**src/rtl/spq_pkg.sv**
```systemverilog
// shared types and codes for the stable priority queue
package spq_pkg;

  localparam int unsigned TAG_W  = 16;
  localparam int unsigned PRIO_W = 2;
  localparam int unsigned OCC_W  = 5;

  localparam logic [PRIO_W-1:0] PRIO_MIN = 2'd1;
  localparam logic [PRIO_W-1:0] PRIO_MAX = 2'd3;

  typedef enum logic [1:0] {
    FN_INSERT = 2'd0,
    FN_POP    = 2'd1,
    FN_PEEK   = 2'd2
  } func_t;

  typedef enum logic [1:0] {
    ST_OK      = 2'd0,
    ST_EMPTY   = 2'd1,
    ST_FULL    = 2'd2,
    ST_BADPRIO = 2'd3
  } status_t;

  typedef struct packed {
    logic              ins;
    logic              pop;
    logic [PRIO_W-1:0] prio;
  } ctrl_t;

endpackage

```
**src/rtl/spq_cell.sv**
```systemverilog
// one slot of the sorted chain: keeps, takes the new entry or shifts from a neighbor
module spq_cell #(
  parameter int unsigned TAG_BITS = 16
) (
  input  logic                       clk,
  input  spq_pkg::ctrl_t             ctrl,
  input  logic                       occupied,
  input  logic                       left_ge,
  input  logic [TAG_BITS-1:0]        new_tag,
  input  logic [TAG_BITS-1:0]        left_tag,
  input  logic [spq_pkg::PRIO_W-1:0] left_prio,
  input  logic [TAG_BITS-1:0]        right_tag,
  input  logic [spq_pkg::PRIO_W-1:0] right_prio,
  output logic                       ge,
  output logic [TAG_BITS-1:0]        tag,
  output logic [spq_pkg::PRIO_W-1:0] prio
);

  logic [TAG_BITS-1:0]        tag_r, tag_nxt;
  logic [spq_pkg::PRIO_W-1:0] prio_r, prio_nxt;

  assign ge   = occupied && (prio_r >= ctrl.prio);
  assign tag  = tag_r;
  assign prio = prio_r;

  always_comb begin
    tag_nxt  = tag_r;
    prio_nxt = prio_r;
    if (ctrl.ins) begin
      if (!ge) begin
        if (left_ge) begin
          tag_nxt  = new_tag;
          prio_nxt = ctrl.prio;
        end else begin
          tag_nxt  = left_tag;
          prio_nxt = left_prio;
        end
      end
    end else if (ctrl.pop) begin
      tag_nxt  = right_tag;
      prio_nxt = right_prio;
    end
  end

  always_ff @(posedge clk) begin
    tag_r  <= tag_nxt;
    prio_r <= prio_nxt;
  end

endmodule

```
**src/rtl/stable_priority_queue.sv**
```systemverilog
// stable priority queue top level: request handling, fill count and result register
// usage:
//   input channel in_valid/in_stall carries in_func, in_tag, in_prio; func insert
//   places the entry after all stored entries of greater or equal priority, pop
//   removes the head, peek reports it. every request gives exactly one result on
//   out_valid/out_stall with out_status, out_entry_tag, out_entry_prio and
//   out_occupancy (count after the request).
//   the result is registered, so out_valid rises in the cycle after acceptance;
//   one request per cycle is taken while the result side keeps up, because a row
//   of DEPTH slot cells compares against the new priority and shifts in parallel.
//   in_stall is high only while a result is held and out_stall is high, so the
//   held result never changes and no request is lost.
//   reset (rst_n low, synchronous) empties the queue and drops any pending
//   result; slot contents are not cleared and are never read before written.
module stable_priority_queue #(
  parameter int unsigned DEPTH    = 16,
  parameter int unsigned TAG_BITS = 16
) (
  input  logic                        clk,
  input  logic                        rst_n,
  input  logic                        in_valid,
  output logic                        in_stall,
  input  logic [1:0]                  in_func,
  input  logic [spq_pkg::TAG_W-1:0]   in_tag,
  input  logic [spq_pkg::PRIO_W-1:0]  in_prio,
  output logic                        out_valid,
  input  logic                        out_stall,
  output logic [1:0]                  out_status,
  output logic [spq_pkg::TAG_W-1:0]   out_entry_tag,
  output logic [spq_pkg::PRIO_W-1:0]  out_entry_prio,
  output logic [spq_pkg::OCC_W-1:0]   out_occupancy
);

  localparam int unsigned CNT_W = $clog2(DEPTH + 1);

  logic [CNT_W-1:0] count_r, count_nxt;
  logic             out_valid_r;
  logic [1:0]       status_r, status_nxt;
  logic [spq_pkg::TAG_W-1:0]  etag_r, etag_nxt;
  logic [spq_pkg::PRIO_W-1:0] eprio_r, eprio_nxt;

  logic in_acc;
  logic empty, full, bad_prio;
  spq_pkg::func_t func;
  spq_pkg::ctrl_t ctrl;

  logic [TAG_BITS-1:0]        new_tag;
  logic [TAG_BITS+spq_pkg::TAG_W-1:0] new_tag_ext;
  logic [TAG_BITS+spq_pkg::TAG_W-1:0] head_tag_ext;
  logic [CNT_W+spq_pkg::OCC_W-1:0]    occ_ext;

  logic                       ge   [DEPTH];
  logic [TAG_BITS-1:0]        tags [DEPTH];
  logic [spq_pkg::PRIO_W-1:0] prios[DEPTH];

  assign in_stall = out_valid_r && out_stall;
  assign in_acc   = in_valid && !in_stall;
  assign func     = spq_pkg::func_t'(in_func);

  assign empty    = (count_r == '0);
  assign full     = (count_r == CNT_W'(DEPTH));
  assign bad_prio = (in_prio < spq_pkg::PRIO_MIN) || (in_prio > spq_pkg::PRIO_MAX);

  assign new_tag_ext  = {{TAG_BITS{1'b0}}, in_tag};
  assign new_tag      = new_tag_ext[TAG_BITS-1:0];
  assign head_tag_ext = {{spq_pkg::TAG_W{1'b0}}, tags[0]};

  always_comb begin
    ctrl       = '0;
    ctrl.prio  = in_prio;
    count_nxt  = count_r;
    status_nxt = spq_pkg::ST_OK;
    etag_nxt   = '0;
    eprio_nxt  = '0;
    unique case (func)
      spq_pkg::FN_INSERT: begin
        priority if (bad_prio) begin
          status_nxt = spq_pkg::ST_BADPRIO;
        end else if (full) begin
          status_nxt = spq_pkg::ST_FULL;
        end else begin
          ctrl.ins  = in_acc;
          count_nxt = in_acc ? count_r + 1'b1 : count_r;
        end
      end
      spq_pkg::FN_POP, spq_pkg::FN_PEEK: begin
        if (empty) begin
          status_nxt = spq_pkg::ST_EMPTY;
        end else begin
          etag_nxt  = head_tag_ext[spq_pkg::TAG_W-1:0];
          eprio_nxt = prios[0];
          if (func == spq_pkg::FN_POP) begin
            ctrl.pop  = in_acc;
            count_nxt = in_acc ? count_r - 1'b1 : count_r;
          end
        end
      end
      default: begin
        status_nxt = spq_pkg::ST_OK;
      end
    endcase
  end

  for (genvar i = 0; i < DEPTH; i++) begin : g_cell
    logic                       occ;
    logic                       lge;
    logic [TAG_BITS-1:0]        ltag, rtag;
    logic [spq_pkg::PRIO_W-1:0] lprio, rprio;

    assign occ = (count_r > CNT_W'(i));

    if (i == 0) begin : g_head
      assign lge   = 1'b1;
      assign ltag  = new_tag;
      assign lprio = in_prio;
    end else begin : g_mid
      assign lge   = ge[i-1];
      assign ltag  = tags[i-1];
      assign lprio = prios[i-1];
    end

    if (i == DEPTH - 1) begin : g_tail
      assign rtag  = '0;
      assign rprio = '0;
    end else begin : g_body
      assign rtag  = tags[i+1];
      assign rprio = prios[i+1];
    end

    spq_cell #(.TAG_BITS(TAG_BITS)) u_cell (
      .clk        (clk),
      .ctrl       (ctrl),
      .occupied   (occ),
      .left_ge    (lge),
      .new_tag    (new_tag),
      .left_tag   (ltag),
      .left_prio  (lprio),
      .right_tag  (rtag),
      .right_prio (rprio),
      .ge         (ge[i]),
      .tag        (tags[i]),
      .prio       (prios[i])
    );
  end

  always_ff @(posedge clk) begin
    if (!rst_n) begin
      count_r     <= '0;
      out_valid_r <= 1'b0;
    end else begin
      count_r <= count_nxt;
      if (in_acc) begin
        out_valid_r <= 1'b1;
      end else if (!out_stall) begin
        out_valid_r <= 1'b0;
      end
    end
  end

  always_ff @(posedge clk) begin
    if (in_acc) begin
      status_r <= status_nxt;
      etag_r   <= etag_nxt;
      eprio_r  <= eprio_nxt;
    end
  end

  logic [CNT_W-1:0] occ_r;

  always_ff @(posedge clk) begin
    if (in_acc) begin
      occ_r <= count_nxt;
    end
  end

  assign occ_ext        = {{spq_pkg::OCC_W{1'b0}}, occ_r};
  assign out_valid      = out_valid_r;
  assign out_status     = status_r;
  assign out_entry_tag  = etag_r;
  assign out_entry_prio = eprio_r;
  assign out_occupancy  = occ_ext[spq_pkg::OCC_W-1:0];

  a_count_bound: assert property (@(posedge clk) disable iff (!rst_n)
    count_r <= CNT_W'(DEPTH))
    else $error("fill count above depth");

  a_stall_hold: assert property (@(posedge clk) disable iff (!rst_n)
    (out_valid_r && out_stall) |-> in_stall)
    else $error("request taken while result held");

  a_pop_dec: assert property (@(posedge clk) disable iff (!rst_n)
    (in_acc && func == spq_pkg::FN_POP && !empty) |=> (count_r == $past(count_r) - 1'b1))
    else $error("pop did not shrink queue");

  a_ins_inc: assert property (@(posedge clk) disable iff (!rst_n)
    (in_acc && func == spq_pkg::FN_INSERT && !bad_prio && !full)
      |=> (count_r == $past(count_r) + 1'b1))
    else $error("insert did not grow queue");

  a_result: assert property (@(posedge clk) disable iff (!rst_n)
    in_acc |=> out_valid_r)
    else $error("accepted request gave no result");

endmodule
```
**config.mk**
```make
export PLATFORM = sky130hd
export DESIGN_NAME = stable_priority_queue
export DESIGN_NICKNAME = d
export VERILOG_FILES = /design/src/rtl/spq_pkg.sv /design/src/rtl/spq_cell.sv /design/src/rtl/stable_priority_queue.sv
export SDC_FILE = /design/constraint.sdc
export NUM_CORES = 1
export LEC_CHECK = 0
export ABC_AREA = 0
export BUFFER_PORTS_ARGS = -buffer_cell sky130_fd_sc_hd__buf_2
export CORE_MARGIN = 2
export CORE_UTILIZATION = 60
export CTS_CLUSTER_SIZE = 20
export DETAILED_ROUTE_END_ITERATION = 16
export GPL_TIMING_DRIVEN = 0
export PLACE_DENSITY = 0.77
export SLEW_MARGIN = 20
export SYNTH_ARGS = -nofsm -noshare
export SYNTH_HDL_FRONTEND = slang
export SYNTH_HIERARCHICAL = 1
export SYNTH_SLANG_ARGS = --single-unit
```
**constraint.sdc**
```tcl
create_clock -name clk -period 4.9 [get_ports clk]
set_input_delay 0.735 -clock clk [delete_from_list [all_inputs] [get_ports clk]]
set_output_delay 0.735 -clock clk [all_outputs]
set_load 0.02 [all_outputs]
```
Word level (Yosys, flattened, before mapping)
Cells that the tools add are included. Widths: inputs -> output; s select.

Word-level logic and storage cells: 281. Bits of input ports: 24. Output and inout bits: 27. Bits in registers: 319.

Muxes and demuxes: 145. Bitwise operators: 1. $add $sub $neg: 2. $lt $le $gt $ge: 34. Equality and inequality tests: 20. Reductions and logical operators: 41.

Operators by type and width (number): $mux 16 (63); $mux 2 (65); $gt 5x4->1 const B (8); $ge 2x2->1 (16); $ne 2x2->1 const B (16); $reduce_and 2->1 (16); $mux 5 (6); $gt 5x3->1 const B (4); $logic_and 1x1->1 (18); $gt 5x1->1 const B (2); $gt 5x2->1 const B (2); $pmux 5 s2 (1); $mux 1 (9); $add 5x1->5 const B (1); $eq 5x5->1 const B (1); $logic_not 5->1 (1); $sub 5x1->5 const B (1); $pmux 2 s2 (1); $reduce_or 2->1 (2); $eq 2x1->1 const B (1); $eq 2x2->1 const B (1); $gt 2x2->1 const B (1); $logic_not 2->1 (1); $lt 2x1->1 const B (1); 5 further kinds (5).

Logic depth before layout (Yosys ltp)
Depth after elaboration: 8. Gate-level depth with buffers: 11.

Modules after synthesis
Netlist, hierarchy kept.

By module, submodules not included: spq_cell (cells each 87, area each 992.2 µm², sequential area each 540.5 µm², instances 16); stable_priority_queue (cells each 165, area each 1691.6 µm², sequential area each 870.8 µm², instances 1).

Worst setup path after synthesis
OpenSTA, ideal clock, no wires.

Path kind: input to register. Start point: input port in_valid. End point: register g_cell[1].u_cell.prio_r (netlist bit g_cell[1].u_cell/prio[0]) (enable). Cell stages on the path: 6. Library setup time: 375 ps. Path slack: 1476 ps. Data arrival time: 3048 ps. Cells stage by stage: a21bo_2 -> clkinv_1 -> and4_1 -> buf_4 -> nand2_1 -> o22a_1.

RTL lines: start: declaration (RTL line stable_priority_queue.sv:21) `input logic in_valid,`; end signal: assignment (RTL line spq_cell.sv:47) `prio_r <= prio_nxt;`; end: declaration (RTL line spq_cell.sv:20) `logic [spq_pkg::PRIO_W-1:0] prio_r, prio_nxt;`.

==> summary.md <==
| Metric | Value |
|---|---|
| Synth Instances | 1556 |
| Clock sink count | 319 |
| Io pins | 51 |
| Worst Path Max Fanout | 34 |
| Num CTS Buffers | 36 |
| Post-CTS Setup Bufs | 0 |
| Ys Warns | 6 |
| Overall routing resource usage | 0.232 |
| Dpl ws | 742 ps |
| Final setup fails | 0 |
| Largest net degree at the start of global routing | 36 |
| R2r setup slk | 1690 ps |
| LEAKAGE | 0.00687 uW |
| Port Buffers | 50 |
| Hold Crit Start | in_valid |
| Residual DRC count | 0 |
| First-pass iteration count of the detailed router | 5 |
| Fmax | 312 MHz |
| Root Driver | clkbuf_16 |
| Min cycle time layout | 3210 ps |
| Pwr Density | 318 nW/um^2 |
| Mapped Area | 17600 um^2 |
| CP Launch Type | flop |
| Hold Fails Final Rpt | 0 |
| Worst r2r dst | g_cell[9].u_cell/tag[11]$_DFFE_PP_ |
| Total core area | 28800 um^2 |
| Rel. slew slack | 0.432 |
| Maximum capacitance violations | 0 |
| Most frequent cells in the layout | edfxtp_1, a21oi_1, nor2_1 |
| Die Y | 175 um |
| Placed Instances | 2008 |
| Hold Path Stages | 2 |
| Worst slew pin tran | 852 ps |
| Diodes inserted | 0 |
| Count of pins over their slew limit | 0 |
| Fin util | 0.678 |
| Hold Crit Class | input port to flop |
| Tcrit/Tclk final | 0.655 |
| Std cell rows | 62 |
| Total negative slack | 0 ps |
| Final non-filler cell total | 2074 |
| Reg2reg start | count_r[1]$_SDFF_PN0_ |
| First-pass GRT wire length | 58100 um |
| Unrepaired setup endpoints after global routing | no |
| Status | complete, no violations |
| Worst Path Required | 5040 ps |
| Hold_buf cts | 0 |
| DIE AREA | 30700 um^2 |
| Vias | 11.5k |
| Post-Route WL | 35700 um |
| Longest Clk Path Bufs | 3 |
| H-Tree Depth | 2 |
| Initial antenna violation count | 0 |
| Mapped Avg Cell Area | 11.3 um^2 |
| Worst-skew pair later-pin latency | 520 ps |
| Kind of critical path | flop to flop |
| Most common cell after layout, fill and taps aside | edfxtp_1 |
| Routability cong. | 0.909 |
| Area grow syn2layout | 11.1% |
| Average wire per standard cell | 17.2 um |
| Design Power | 6200 uW |
| Gr ovfl total | 0 |
| Worst reg2reg path depth | 8 |
| Initial Utilization | 0.610 |
| Final worst slack | 1690 ps |
| Fraction of layout cells with a size suffix above 1 | 0.104 |
| Post-CTS sizing | 0 |
| CTS tree | built |
| DPL Wire Length | 27200 um |
| Vias in the first global route | 11.8k |
| Die X | 175 um |
| Worst Skew | 14.3 ps |
| Final net count | 1727 |
| Worst vdd ir | 0.302 mV |
| Iteration-0 DRC Markers | 741 |
| Via-per-instance ratio | 5.55 |
| CTS clk-pin slew, worst paths | 60 ps |
| Antenna-violating nets left | 0 |
| FILL cells | 2125 |
| Worst hold endpoint | out_valid$_SDFFE_PN0P_ |
| WP data arrival | 3350 ps |
| Setup crit end kind | flop |
[worst max-delay path, cell delays in order, from the launching register on]
cell and delay, ps:
dfxtp_1 360, clkbuf_1 330, inv_1 190, ha_1 260, nand4bb_1 190, and4_2 310
buf_12 220, buf_4 210, o22a_1 720
[stage by stage]
step           cell area (um^2)  hold WS, ps
6_report                  19500          441
5_1_grt                   19500          438
4_1_cts                   19500          420
3_5_place_dp              18400          563
3_3_place_gp              18400          541
2_1_floorplan             17600          537
[where the power goes]
| group | switching (uW) | internal [uW] |
|---|---|---|
| registers | 37.2 | 3090 |
| logic | 313 | 161 |
| clock network | 1070 | 1520 |
| total | 1420 | 4780 |
[flip-flops by register name, summed over array words and instances, names as in the netlist]
register	cells
out_entry_tag	16
g_cell.u_cell/prio	32
out_occupancy	5
out_valid	1
g_cell.u_cell/tag	256
out_entry_prio	2
out_status	2
count_r	5
[layer usage]
layer | track usage | up-vias | wire length, um
met5 | 0 | - | 0
met4 | 0.0573 | 0 | 565
met3 | 0.0305 | 45 | 1490
met2 | 0.423 | 266 | 18000
met1 | 0.292 | 5352 | 15600
li1 | - | 5857 | -
[final cells by class]
cell class / count / area [um^2] / area share
inverters: 44 / 165 / 0.00846
flip-flops and latches: 319 / 9520 / 0.488
well taps: 384 / 480 / 0.0246
multi-input cells: 1106 / 7080 / 0.363
repair buffers: 51 / 270 / 0.0138
clock buffers: 45 / 977 / 0.0501
plain buffers: 104 / 858 / 0.0440
clock inverters: 21 / 164 / 0.00840
[worst max-delay path by stage]
stage | start | end | slack [ps] | depth (start not counted)
global placement | in_valid | g_cell[2].u_cell/tag[11]$_DFFE_PP_ | 390 | 7
finish | count_r[1]$_SDFF_PN0_ | g_cell[9].u_cell/tag[11]$_DFFE_PP_ | 1690 | 8
global route | count_r[1]$_SDFF_PN0_ | g_cell[4].u_cell/tag[6]$_DFFE_PP_ | 1510 | 8
floorplan | in_valid | g_cell[1].u_cell/prio[0]$_DFFE_PP_ | 1480 | 6
detailed placement | in_valid | g_cell[10].u_cell/tag[7]$_DFFE_PP_ | 740 | 8
CTS | in_valid | g_cell[10].u_cell/prio[0]$_DFFE_PP_ | 1300 | 8
No activity file was read; power rests on OpenSTA's default activity.
